## src/sv/dld_pkg.sv

```systemverilog
// Shared types, codes and constants of the daylight LED dimmer.
package dld_pkg;

    // Curve and day-triangle constants.
    localparam logic [7:0]  FULL_LEVEL      = 8'd250;
    localparam logic [7:0]  QUARTER_LEVEL   = 8'd62;
    localparam logic [7:0]  DUTY_MAX        = 8'd187;
    localparam logic [9:0]  STEP_LEVEL      = 10'd83;
    localparam logic [9:0]  DAY_LEVEL_SCALE = 10'd500;
    localparam logic [6:0]  PCT_MAX         = 7'd100;
    localparam logic [16:0] DAY_SECONDS     = 17'd86400;
    localparam logic [16:0] HALF_DAY        = 17'd43200;

    // Shared divider widths.
    localparam int DIV_W  = 32;
    localparam int DSOR_W = 17;

    // Operation codes of an input request.
    typedef enum logic [2:0] {
        OP_TICK  = 3'd0,
        OP_SET   = 3'd1,
        OP_CLEAR = 3'd2,
        OP_RGB   = 3'd3,
        OP_WHITE = 3'd4,
        OP_SYNC  = 3'd5,
        OP_HOLD  = 3'd6
    } t_op;

    // Light mode codes.
    typedef enum logic [1:0] {
        MODE_SYNC = 2'd0,
        MODE_HOLD = 2'd1,
        MODE_CMD  = 2'd2
    } t_mode;

    // Fixed divisors that the shared divider serves.
    typedef enum logic [1:0] {
        DIV_DAY   = 2'd0,
        DIV_PCT   = 2'd1,
        DIV_FULL  = 2'd2,
        DIV_THIRD = 2'd3
    } t_div_sel;

    // Channel indexes.
    localparam logic [1:0] CH_RED   = 2'd0;
    localparam logic [1:0] CH_GREEN = 2'd1;
    localparam logic [1:0] CH_BLUE  = 2'd2;
    localparam logic [1:0] CH_WHITE = 2'd3;

    typedef struct packed {
        logic [2:0]  operation;
        logic [1:0]  channel;
        logic [6:0]  percent;
        logic [31:0] epoch_seconds;
    } t_in_item;

    typedef struct packed {
        logic [7:0] duty_red;
        logic [7:0] duty_green;
        logic [7:0] duty_blue;
        logic [7:0] duty_white;
        logic [1:0] light_state;
    } t_out_item;

    // Request and response of the shared divider.
    typedef struct packed {
        logic              start;
        logic [DIV_W-1:0]  dividend;
        t_div_sel          divisor;
    } t_div_req;

    typedef struct packed {
        logic              busy;
        logic              done;
        logic [DIV_W-1:0]  quotient;
        logic [DSOR_W-1:0] remainder;
    } t_div_rsp;

endpackage

```

## src/sv/dld_stream_if.sv

```systemverilog
// Valid/ready channel interfaces of the daylight LED dimmer.
interface dld_in_if;
    import dld_pkg::*;

    logic     valid;
    logic     ready;
    t_in_item payload;

    modport source (output valid, output payload, input ready);
    modport sink   (input valid, input payload, output ready);
endinterface

interface dld_out_if;
    import dld_pkg::*;

    logic      valid;
    logic      ready;
    t_out_item payload;

    modport source (output valid, output payload, input ready);
    modport sink   (input valid, input payload, output ready);
endinterface

```

## src/sv/dld_div.sv

```systemverilog
// Divider by the dimmer's fixed divisors, by reciprocal multiplication.
module dld_div (
    input  logic              i_clk,
    input  logic              i_rst_n,
    input  dld_pkg::t_div_req i_req,
    output dld_pkg::t_div_rsp o_rsp
);
    import dld_pkg::*;

    localparam int MUL_W  = 26;
    localparam int PROD_W = 2 * MUL_W;
    localparam int QUO_W  = 16;

    // Reciprocals, rounded up. The quotient is exact for any 32-bit dividend over the
    // day, up to 31750 for the percent scale, up to 62500 over full level and up to
    // 250 for the third.
    localparam logic [MUL_W-1:0] RCP_DAY   = 26'd50903317;  // 2^35 / 675, after a shift by 7
    localparam logic [MUL_W-1:0] RCP_PCT   = 26'd20972;     // 2^21 / 100
    localparam logic [MUL_W-1:0] RCP_FULL  = 26'd67109;     // 2^24 / 250
    localparam logic [MUL_W-1:0] RCP_THIRD = 26'd171;       // 2^9 / 3

    typedef enum logic [1:0] {
        D_IDLE,
        D_RECIP,
        D_BACK
    } t_div_state;

    t_div_state        r_dstate;
    logic              r_done;
    t_div_sel          r_sel;
    logic [DIV_W-1:0]  r_dvd;
    logic [PROD_W-1:0] r_prod;
    logic [QUO_W-1:0]  r_quo;
    logic [DSOR_W-1:0] r_rem;

    logic [MUL_W-1:0]  mul_a;
    logic [MUL_W-1:0]  mul_b;
    logic [PROD_W-1:0] product;
    logic [QUO_W-1:0]  quo_est;

    // Quotient taken from the registered reciprocal product.
    always_comb begin
        unique case (r_sel)
            DIV_DAY:   quo_est = r_prod[50:35];
            DIV_PCT:   quo_est = r_prod[36:21];
            DIV_FULL:  quo_est = r_prod[39:24];
            DIV_THIRD: quo_est = r_prod[24:9];
            default:   quo_est = '0;
        endcase
    end

    // Operands of the one multiplier: the reciprocal first, then the divisor back
    // out of the quotient to leave the remainder.
    always_comb begin
        mul_a = '0;
        mul_b = '0;
        unique case (r_dstate)
            D_RECIP: begin
                if (r_sel == DIV_DAY) begin
                    mul_a = {1'b0, r_dvd[DIV_W-1:7]};
                end else begin
                    mul_a = r_dvd[MUL_W-1:0];
                end
                unique case (r_sel)
                    DIV_DAY:   mul_b = RCP_DAY;
                    DIV_PCT:   mul_b = RCP_PCT;
                    DIV_FULL:  mul_b = RCP_FULL;
                    DIV_THIRD: mul_b = RCP_THIRD;
                    default:   mul_b = '0;
                endcase
            end
            D_BACK: begin
                mul_a = {{(MUL_W-QUO_W){1'b0}}, quo_est};
                unique case (r_sel)
                    DIV_DAY:   mul_b = {9'd0, DAY_SECONDS};
                    DIV_PCT:   mul_b = {19'd0, PCT_MAX};
                    DIV_FULL:  mul_b = {18'd0, FULL_LEVEL};
                    DIV_THIRD: mul_b = 26'd3;
                    default:   mul_b = '0;
                endcase
            end
            default: begin
                mul_a = '0;
                mul_b = '0;
            end
        endcase
    end

    assign product = mul_a * mul_b;

    // Sequencing of the two multiply steps.
    always_ff @(posedge i_clk) begin
        if (!i_rst_n) begin
            r_dstate <= D_IDLE;
            r_done   <= 1'b0;
        end else begin
            unique case (r_dstate)
                D_IDLE: begin
                    r_done <= 1'b0;
                    if (i_req.start) begin
                        r_dstate <= D_RECIP;
                    end
                end
                D_RECIP: begin
                    r_dstate <= D_BACK;
                end
                D_BACK: begin
                    r_done   <= 1'b1;
                    r_dstate <= D_IDLE;
                end
                default: begin
                    r_dstate <= D_IDLE;
                end
            endcase
        end
    end

    // Operand capture, reciprocal product, quotient and remainder.
    always_ff @(posedge i_clk) begin
        if ((r_dstate == D_IDLE) && i_req.start) begin
            r_dvd <= i_req.dividend;
            r_sel <= i_req.divisor;
        end
        if (r_dstate == D_RECIP) begin
            r_prod <= product;
        end
        if (r_dstate == D_BACK) begin
            r_quo <= quo_est;
            r_rem <= DSOR_W'(r_dvd - product[DIV_W-1:0]);
        end
    end

    assign o_rsp.busy      = (r_dstate != D_IDLE);
    assign o_rsp.done      = r_done;
    assign o_rsp.quotient  = {{(DIV_W-QUO_W){1'b0}}, r_quo};
    assign o_rsp.remainder = r_rem;

endmodule

```

## src/sv/daylight_led_dimmer.sv

```systemverilog
// Top level of the daylight LED dimmer: sequencer, shared multiplier, shared divider and duty store.
//
//  Channel   Dir  Handshake     Carries
//  i_in      in   valid/ready   operation, channel, percent, epoch_seconds
//  o_out     out  valid/ready   four duty values and light_state
//
// A request that needs no curve goes straight to the hand-over; a button, a percent
// set and a tick in sync mode run the curve first. Each division by a fixed divisor
// goes through the shared reciprocal divider, used up to five times per request,
// and each multiply step through the shared multiplier.
// i_rst_n is synchronous; it clears the duty values, the mode, the step counters and
// the sequencer. A result waits in the output register while the next request is
// worked; the sequencer only stalls at the hand-over when a second result is ready
// before the first has been taken.
module daylight_led_dimmer (
    input  logic i_clk,
    input  logic i_rst_n,
    dld_in_if.sink    i_in,
    dld_out_if.source o_out
);
    import dld_pkg::*;

    typedef enum logic [4:0] {
        S_IDLE,
        S_TICK_DIV,
        S_TICK_FOLD,
        S_TICK_MUL,
        S_SET_MUL,
        S_STEP_MUL,
        S_LVL_DIV,
        S_LVL_WAIT,
        S_SQ1,
        S_SQ1_DIV,
        S_SQ1_WAIT,
        S_SQ2,
        S_SQ2_DIV,
        S_SQ2_WAIT,
        S_C,
        S_C_HOLD,
        S_BLUE_MUL,
        S_RED_MUL,
        S_RED_DIV,
        S_RED_WAIT,
        S_WRITE,
        S_DONE
    } t_state;

    t_state      r_state;
    t_mode       r_mode;
    logic [7:0]  r_duty [4];
    logic [1:0]  r_rgb_step;
    logic [1:0]  r_white_step;
    logic        r_out_valid;
    t_out_item   r_out;

    logic [31:0] r_epoch;
    logic [6:0]  r_pct;
    logic [1:0]  r_step;
    logic        r_is_tick;
    logic [3:0]  r_mask;
    logic [15:0] r_t;
    logic [25:0] r_acc;
    logic [7:0]  r_lvl;
    logic [7:0]  r_c;
    logic [7:0]  r_red;
    logic [7:0]  r_blue;

    logic [15:0] mul_a;
    logic [9:0]  mul_b;
    logic [25:0] product;
    logic [7:0]  excess;
    logic        over_quarter;
    logic [16:0] fold_t;
    logic        in_take;
    logic [1:0]  rgb_next;
    logic [1:0]  white_next;
    logic [6:0]  pct_sat;
    t_div_req    div_req;
    t_div_rsp    div_rsp;

    dld_div u_div (
        .i_clk   (i_clk),
        .i_rst_n (i_rst_n),
        .i_req   (div_req),
        .o_rsp   (div_rsp)
    );

    // Handshake and small helpers.
    assign i_in.ready   = (r_state == S_IDLE);
    assign in_take      = i_in.valid && i_in.ready;
    assign rgb_next     = (r_rgb_step == 2'd3) ? 2'd0 : r_rgb_step + 2'd1;
    assign white_next   = (r_white_step == 2'd3) ? 2'd0 : r_white_step + 2'd1;
    assign pct_sat      = (i_in.payload.percent > PCT_MAX) ? PCT_MAX : i_in.payload.percent;
    assign over_quarter = (r_c >= QUARTER_LEVEL);
    assign excess       = over_quarter ? r_c - QUARTER_LEVEL : 8'd0;
    assign fold_t       = (div_rsp.remainder > HALF_DAY) ? DAY_SECONDS - div_rsp.remainder
                                                         : div_rsp.remainder;

    // Operand selection for the shared multiplier.
    always_comb begin
        unique case (r_state)
            S_TICK_MUL: begin
                mul_a = r_t;
                mul_b = DAY_LEVEL_SCALE;
            end
            S_SET_MUL: begin
                mul_a = {9'd0, r_pct};
                mul_b = {2'd0, FULL_LEVEL};
            end
            S_STEP_MUL: begin
                mul_a = {14'd0, r_step};
                mul_b = STEP_LEVEL;
            end
            S_SQ1, S_SQ2: begin
                mul_a = {8'd0, r_lvl};
                mul_b = {2'd0, r_lvl};
            end
            S_C: begin
                mul_a = {8'd0, r_lvl};
                mul_b = 10'd3;
            end
            S_BLUE_MUL: begin
                mul_a = {8'd0, excess};
                mul_b = 10'd3;
            end
            S_RED_MUL: begin
                mul_a = {8'd0, excess};
                mul_b = 10'd2;
            end
            default: begin
                mul_a = '0;
                mul_b = '0;
            end
        endcase
    end

    assign product = mul_a * mul_b;

    // Requests to the shared divider.
    always_comb begin
        div_req.start    = 1'b0;
        div_req.dividend = {6'd0, r_acc};
        div_req.divisor  = DIV_FULL;
        unique case (r_state)
            S_TICK_DIV: begin
                div_req.start    = 1'b1;
                div_req.dividend = r_epoch;
                div_req.divisor  = DIV_DAY;
            end
            S_LVL_DIV: begin
                div_req.start = 1'b1;
                if (r_is_tick) begin
                    div_req.divisor = DIV_DAY;
                end else begin
                    div_req.divisor = DIV_PCT;
                end
            end
            S_SQ1_DIV, S_SQ2_DIV: begin
                div_req.start = 1'b1;
            end
            S_RED_DIV: begin
                div_req.start   = 1'b1;
                div_req.divisor = DIV_THIRD;
            end
            default: begin
                div_req.start = 1'b0;
            end
        endcase
    end

    // Sequencer, state of the dimmer and the output register.
    always_ff @(posedge i_clk) begin
        if (!i_rst_n) begin
            r_state      <= S_IDLE;
            r_mode       <= MODE_SYNC;
            r_rgb_step   <= 2'd0;
            r_white_step <= 2'd0;
            r_out_valid  <= 1'b0;
            for (int i = 0; i < 4; i++) begin
                r_duty[i] <= 8'd0;
            end
        end else begin
            // A taken result frees the register unless a new one replaces it now.
            if (r_out_valid && o_out.ready && (r_state != S_DONE)) begin
                r_out_valid <= 1'b0;
            end
            unique case (r_state)
                S_IDLE: begin
                    if (in_take) begin
                        r_epoch   <= i_in.payload.epoch_seconds;
                        r_pct     <= pct_sat;
                        r_is_tick <= (i_in.payload.operation == OP_TICK);
                        unique case (i_in.payload.operation)
                            OP_TICK: begin
                                r_mask <= 4'b1111;
                                if (r_mode == MODE_SYNC) begin
                                    r_state <= S_TICK_DIV;
                                end else begin
                                    r_state <= S_DONE;
                                end
                            end
                            OP_SET: begin
                                r_mode  <= MODE_CMD;
                                r_mask  <= 4'b0001 << i_in.payload.channel;
                                r_state <= S_SET_MUL;
                            end
                            OP_CLEAR: begin
                                r_mode  <= MODE_CMD;
                                r_state <= S_DONE;
                                for (int i = 0; i < 4; i++) begin
                                    r_duty[i] <= 8'd0;
                                end
                            end
                            OP_RGB: begin
                                r_mode     <= MODE_CMD;
                                r_rgb_step <= rgb_next;
                                r_step     <= rgb_next;
                                r_mask     <= 4'b0111;
                                r_state    <= S_STEP_MUL;
                            end
                            OP_WHITE: begin
                                r_mode       <= MODE_CMD;
                                r_white_step <= white_next;
                                r_step       <= white_next;
                                r_mask       <= 4'b1000;
                                r_state      <= S_STEP_MUL;
                            end
                            OP_SYNC: begin
                                r_mode  <= MODE_SYNC;
                                r_state <= S_DONE;
                            end
                            OP_HOLD: begin
                                r_mode  <= MODE_HOLD;
                                r_state <= S_DONE;
                            end
                            default: begin
                                r_state <= S_DONE;
                            end
                        endcase
                    end
                end
                S_TICK_DIV: begin
                    r_state <= S_TICK_FOLD;
                end
                S_TICK_FOLD: begin
                    // Seconds of the day, folded into a triangle peaking at noon.
                    if (div_rsp.done) begin
                        r_t     <= fold_t[15:0];
                        r_state <= S_TICK_MUL;
                    end
                end
                S_TICK_MUL: begin
                    r_acc   <= product;
                    r_state <= S_LVL_DIV;
                end
                S_SET_MUL: begin
                    r_acc   <= product;
                    r_state <= S_LVL_DIV;
                end
                S_STEP_MUL: begin
                    r_lvl   <= product[7:0];
                    r_state <= S_SQ1;
                end
                S_LVL_DIV: begin
                    r_state <= S_LVL_WAIT;
                end
                S_LVL_WAIT: begin
                    if (div_rsp.done) begin
                        r_lvl   <= div_rsp.quotient[7:0];
                        r_state <= S_SQ1;
                    end
                end
                S_SQ1: begin
                    r_acc   <= product;
                    r_state <= S_SQ1_DIV;
                end
                S_SQ1_DIV: begin
                    r_state <= S_SQ1_WAIT;
                end
                S_SQ1_WAIT: begin
                    if (div_rsp.done) begin
                        r_lvl   <= div_rsp.quotient[7:0];
                        r_state <= S_SQ2;
                    end
                end
                S_SQ2: begin
                    r_acc   <= product;
                    r_state <= S_SQ2_DIV;
                end
                S_SQ2_DIV: begin
                    r_state <= S_SQ2_WAIT;
                end
                S_SQ2_WAIT: begin
                    if (div_rsp.done) begin
                        r_lvl   <= div_rsp.quotient[7:0];
                        r_state <= S_C;
                    end
                end
                S_C: begin
                    r_acc   <= product;
                    r_state <= S_C_HOLD;
                end
                S_C_HOLD: begin
                    // Three quarters of the curve after both squarings.
                    r_c     <= r_acc[9:2];
                    r_state <= S_BLUE_MUL;
                end
                S_BLUE_MUL: begin
                    r_acc   <= product;
                    r_state <= S_RED_MUL;
                end
                S_RED_MUL: begin
                    r_blue  <= over_quarter ? r_acc[9:2] + QUARTER_LEVEL : r_c;
                    r_acc   <= product;
                    r_state <= S_RED_DIV;
                end
                S_RED_DIV: begin
                    r_state <= S_RED_WAIT;
                end
                S_RED_WAIT: begin
                    if (div_rsp.done) begin
                        r_red   <= over_quarter ? div_rsp.quotient[7:0] + QUARTER_LEVEL : r_c;
                        r_state <= S_WRITE;
                    end
                end
                S_WRITE: begin
                    if (r_mask[CH_RED]) begin
                        r_duty[CH_RED] <= r_red;
                    end
                    if (r_mask[CH_GREEN]) begin
                        r_duty[CH_GREEN] <= r_c;
                    end
                    if (r_mask[CH_BLUE]) begin
                        r_duty[CH_BLUE] <= r_blue;
                    end
                    if (r_mask[CH_WHITE]) begin
                        r_duty[CH_WHITE] <= r_c;
                    end
                    r_state <= S_DONE;
                end
                S_DONE: begin
                    // Hand the state over once the output register is free.
                    if (!r_out_valid || o_out.ready) begin
                        r_out.duty_red    <= r_duty[CH_RED];
                        r_out.duty_green  <= r_duty[CH_GREEN];
                        r_out.duty_blue   <= r_duty[CH_BLUE];
                        r_out.duty_white  <= r_duty[CH_WHITE];
                        r_out.light_state <= r_mode;
                        r_out_valid       <= 1'b1;
                        r_state           <= S_IDLE;
                    end
                end
                default: begin
                    r_state <= S_IDLE;
                end
            endcase
        end
    end

    assign o_out.valid   = r_out_valid;
    assign o_out.payload = r_out;

`ifndef NO_ASSERTIONS
    a_busy_after_take: assert property (@(posedge i_clk) disable iff (!i_rst_n)
        in_take |=> !i_in.ready)
        else $error("input taken while a request was still being worked");

    a_result_from_done: assert property (@(posedge i_clk) disable iff (!i_rst_n)
        $rose(r_out_valid) |-> $past(r_state == S_DONE))
        else $error("result raised outside the hand-over state");

    a_duty_range: assert property (@(posedge i_clk) disable iff (!i_rst_n)
        r_out_valid |-> (r_out.duty_red <= DUTY_MAX) && (r_out.duty_green <= DUTY_MAX)
                        && (r_out.duty_blue <= DUTY_MAX) && (r_out.duty_white <= DUTY_MAX))
        else $error("duty value beyond the curve range");

    a_div_idle_start: assert property (@(posedge i_clk) disable iff (!i_rst_n)
        div_req.start |-> !div_rsp.busy)
        else $error("divider started while busy");
`endif

endmodule
```

## src/flat_wrapper.sv

```systemverilog
// flat-port wrapper written by rule: the top's interface ports become plain ports
module daylight_led_dimmer_flat import dld_pkg::*;
  (i_clk, i_rst_n, i_in_valid, i_in_payload, i_in_ready, o_out_valid, o_out_payload, o_out_ready);
  dld_in_if i_in_i ();
  dld_out_if o_out_i ();
  input  logic i_clk;
  input  logic i_rst_n;
  input wire logic [$bits(i_in_i.valid)-1:0] i_in_valid;
  input wire logic [$bits(i_in_i.payload)-1:0] i_in_payload;
  output wire logic [$bits(i_in_i.ready)-1:0] i_in_ready;
  output wire logic [$bits(o_out_i.valid)-1:0] o_out_valid;
  output wire logic [$bits(o_out_i.payload)-1:0] o_out_payload;
  input wire logic [$bits(o_out_i.ready)-1:0] o_out_ready;
  assign i_in_i.valid = i_in_valid;
  assign i_in_i.payload = i_in_payload;
  assign i_in_ready = i_in_i.ready;
  assign o_out_valid = o_out_i.valid;
  assign o_out_payload = o_out_i.payload;
  assign o_out_i.ready = o_out_ready;
  daylight_led_dimmer u_core (.i_clk(i_clk), .i_rst_n(i_rst_n), .i_in(i_in_i), .o_out(o_out_i));
endmodule
```

## config.mk

```make
export PLATFORM = sky130hd
export DESIGN_NAME = daylight_led_dimmer_flat
export DESIGN_NICKNAME = d
export VERILOG_FILES = /design/src/sv/dld_pkg.sv /design/src/sv/dld_stream_if.sv /design/src/sv/dld_div.sv /design/src/sv/daylight_led_dimmer.sv /design/src/flat_wrapper.sv
export SDC_FILE = /design/constraint.sdc
export NUM_CORES = 2
export LEC_CHECK = 0
export BUFFER_PORTS_ARGS = -buffer_cell sky130_fd_sc_hd__buf_2
export CELL_PAD_IN_SITES_DETAIL_PLACEMENT = 0
export CELL_PAD_IN_SITES_GLOBAL_PLACEMENT = 1
export CORE_MARGIN = 2
export CORE_UTILIZATION = 45
export CTS_BUF_LIST = sky130_fd_sc_hd__clkbuf_16
export CTS_CLUSTER_DIAMETER = 40
export DETAILED_ROUTE_END_ITERATION = 12
export HOLD_SLACK_MARGIN = 0.05
export MAX_ROUTING_LAYER = met4
export PLACE_DENSITY_LB_ADDON = 0.3
export SLEW_MARGIN = 15
export SYNTH_ARGS = -nofsm -noshare
export SYNTH_HDL_FRONTEND = slang
export SYNTH_SLANG_ARGS = --single-unit
```

## constraint.sdc

```tcl
create_clock -name i_clk -period 8.4 [get_ports i_clk]
set_clock_uncertainty 0.15 [all_clocks]
set_input_delay 1.68 -clock i_clk [delete_from_list [all_inputs] [get_ports i_clk]]
set_output_delay 1.68 -clock i_clk [all_outputs]
set_load 0.05 [all_outputs]
```

==> metrics.cfg <==
[timing]
period_share=0.975
fmax_mhz=122
period_needed_ps=8190
hold_violations=0
max_slew.worst_pin.slew_ps=1130
slew_violations=0
slew_headroom=0.243
rsz0062_at_grt=yes
hold-worst-slack_ps=269
finalSetupViolations=0
final.setup.tns_ps=0

[placement]
port_buffers=83
gp_congestion=0.980
placed_area_um2=38900
place_hpwl_mm=81.5

[yosys]
yosysSeqAreaShare=0.248
synth.avg_cell_area_um2=9.93
synth-async-reset-ratio=0
yosysWarningCount=0
synth_edf_count=278
netlist_area_um2=35400
netlist-cell-type-count=97
netlist_instances=3570
ys_ff_latch=301
synth_ff_type=edfxtp_1

[detailed_routing]
num_vias=25700
drt-vias-per-instance=5.18
post_drt_wl_per_cell_um=19.5
ant_nets=0
drt_iter0_markers=2173
firstDrtPassIters=10
drt-total-wl_mm=96.7
drc_errors=0

[clock_network]
numCtsBuffers=36
cts_sinks=301
clkLatencyLatePin_ps=540
htree_levels=2
clk_path_buf_depth=3
cts_tree=done
cts-root-buf=clkbuf_16
clk_pin_slew_worst_paths_ps=60

[finish]
nNetsFinal=4781
stdcell_area_um2=40700
drive_gt1_frac=0.154
area.growth.synth_to_final_pct=14.8
mostFrequentLayoutCell=inv_1
final_util=0.523
layout_common_cells=inv_1 (763), fa_1 (502), nor2_1 (348), ha_1 (322), edfxtp_1 (278)
antenna_cells=0

[global_route]
antenna_found_initial=1
grt_use_met1=0.362
grt.total_usage=0.251
grt_overflow_total=0
grt_pass1_vias=25900
met2_usage=0.377
grt_pass1_wl_mm=151
grtUsageMet3=0.0370
grt_start_max_net_pins=67
top_usage_layer=met2

[setup_path]
endpoint_kind=flip-flop
critPathCapture=u_core.u_div.r_prod[50]
critical_path.max_fanout=9
reg2reg_depth=31
cp_data_required_time_ps=8520
slowest_stage=fa_1
r2r_setup_slack_ps=210
critPathMaxStageDelay_ps=580
crit_path_frequent_cell=fa_1
critPathLaunchType=flip-flop
crit_path_start=u_core.u_div.r_sel[1]
worstSetupPathType=reg -> reg
critPathArrivalTime_ps=8310
r2r_start=u_core.u_div.r_sel[1]
worstReg2RegEnd=u_core.u_div.r_prod[50]

[floorplan]
initial_core_util=0.456
dieArea_um2=81000
rows=102
core-area_um2=77700
die_y_um=285
io_pins=84
die_w_um=285

[power]
irDropWorstVdd_mv=0.186
p_total_w=0.00734
power_leakage_nw=19.4
powerDensity_nw_per_um2=181

[min_path]
hold_class=reg -> reg

[flow_run]
drv_cap=0

[outcome]
status=completed

==> area by class of cell <==
cell class              instances  area (um2)
well taps                    1040        1300
clock inverters                29         294
inverters                     767        2880
fillers                      7219       37000
flip-flops and latches        301        8810
multi-input cells            2414       23700
clock buffers                  36         901
repair buffers                371        2760
==> repair_timing <==
item	4_1_cts	5_1_grt
hold buffers	0	0
pin swaps	2	21
cloned	0	1
gates resized for setup	0	87
buffers inserted	1	23
setup endpoints to repair	3	25
==> synth_stat cells (all sizes together), types with 32 or more instances <==
cell type  count  area (um2)
inv          766        2880
fa           505       10100
nor2         361        1360
ha           337        4220
nand2        282        1060
edfxtp       278        8350
a21oi        135         691
xnor2         84         736
clkbuf        78         293
o21ai         74         374
nand2b        54         338
mux2          50         563
nor3          38         220
xor2          38         333
buf           37         199
and2          36         225
nor2b         36         225
and3          35         219
a21o          32         240
==> how the worst min path moves through the flow <==
stage                        startpoint                  endpoint  slack [ps]  depth (start not counted)
finish              u_core.r_duty[3][0]          o_out_payload[2]         270                          0
global route        u_core.r_duty[0][2]  u_core.o_out.payload[28]         280                          0
CTS                 u_core.r_duty[3][0]          o_out_payload[2]         270                          0
detailed placement  u_core.r_duty[1][7]         o_out_payload[25]         250                          0
global placement    u_core.r_duty[1][3]         o_out_payload[21]         250                          0
floorplan           u_core.r_duty[1][0]         o_out_payload[18]         250                          0
==> state kept, by name, summed over array words and instances (netlist names), 4 cells and up <==
| register | cells |
|---|---|
| u_core.r_state | 5 |
| u_core.r_blue | 8 |
| u_core.r_c | 8 |
| u_core.u_div.r_rem | 17 |
| o_out_payload | 25 |
| u_core.r_duty | 32 |
| u_core.r_lvl | 8 |
| u_core.r_acc | 25 |
| u_core.u_div.r_quo | 8 |
| u_core.r_mask | 4 |
| u_core.u_div.r_dvd | 32 |
| u_core.u_div.r_prod | 42 |
| u_core.r_epoch | 32 |
| u_core.r_red | 8 |
| u_core.r_pct | 7 |
| u_core.r_t | 16 |
| u_core.o_out.payload | 9 |
==> metal layers <==
metal	routed length (um)	up-vias
li1	-	12000
met1	44500	12800
met2	43200	776
met3	6880	101
met4	2060	0
met5	0	-
==> per-stage QoR <==
stage | instances | setup WS, ps
after floorplan | 3597 | 84.2
after global placement | 4868 | 103
after detailed placement | 4868 | -45.8
after CTS | 4934 | 20.9
after global routing | 4958 | -86.9
final | 4958 | 211
==> critical path, delay by kind of cell, from the launching register on <==
kind	cells	cell delay (ps)
compound gates	6	1660
xor+xnor	2	210
fa+ha+maj	9	3500
buf+inv	8	980
flops	1	450
mux	1	190
simple gates	5	790
==> report_power, final <==
part | leakage (nW) | total [W] | switching, W | internal, W
clock | 0.591 | 0.00156 | 0.000683 | 0.000879
combinational | 16.1 | 0.00347 | 0.00208 | 0.00139
sequential | 2.77 | 0.00231 | 0.000230 | 0.00208
==> kinds of logic (layout without fill, tap and decap cells) <==
| logic type | Yosys count | in the layout | synth area share |
|---|---|---|---|
| AOI/OAI and AO/OA | 420 | 420 | 0.0810 |
| xor gates and xnor gates | 122 | 122 | 0.0301 |
| adders and majority gates | 843 | 843 | 0.404 |
| buffers and inverters | 882 | 1203 | 0.0951 |
| DFF | 301 | 301 | 0.248 |
| muxes | 67 | 67 | 0.0207 |
| other | 2 | 29 | 0.000212 |
| and+or+nand+nor | 933 | 933 | 0.120 |
No activity file was read; power rests on OpenSTA's default activity.
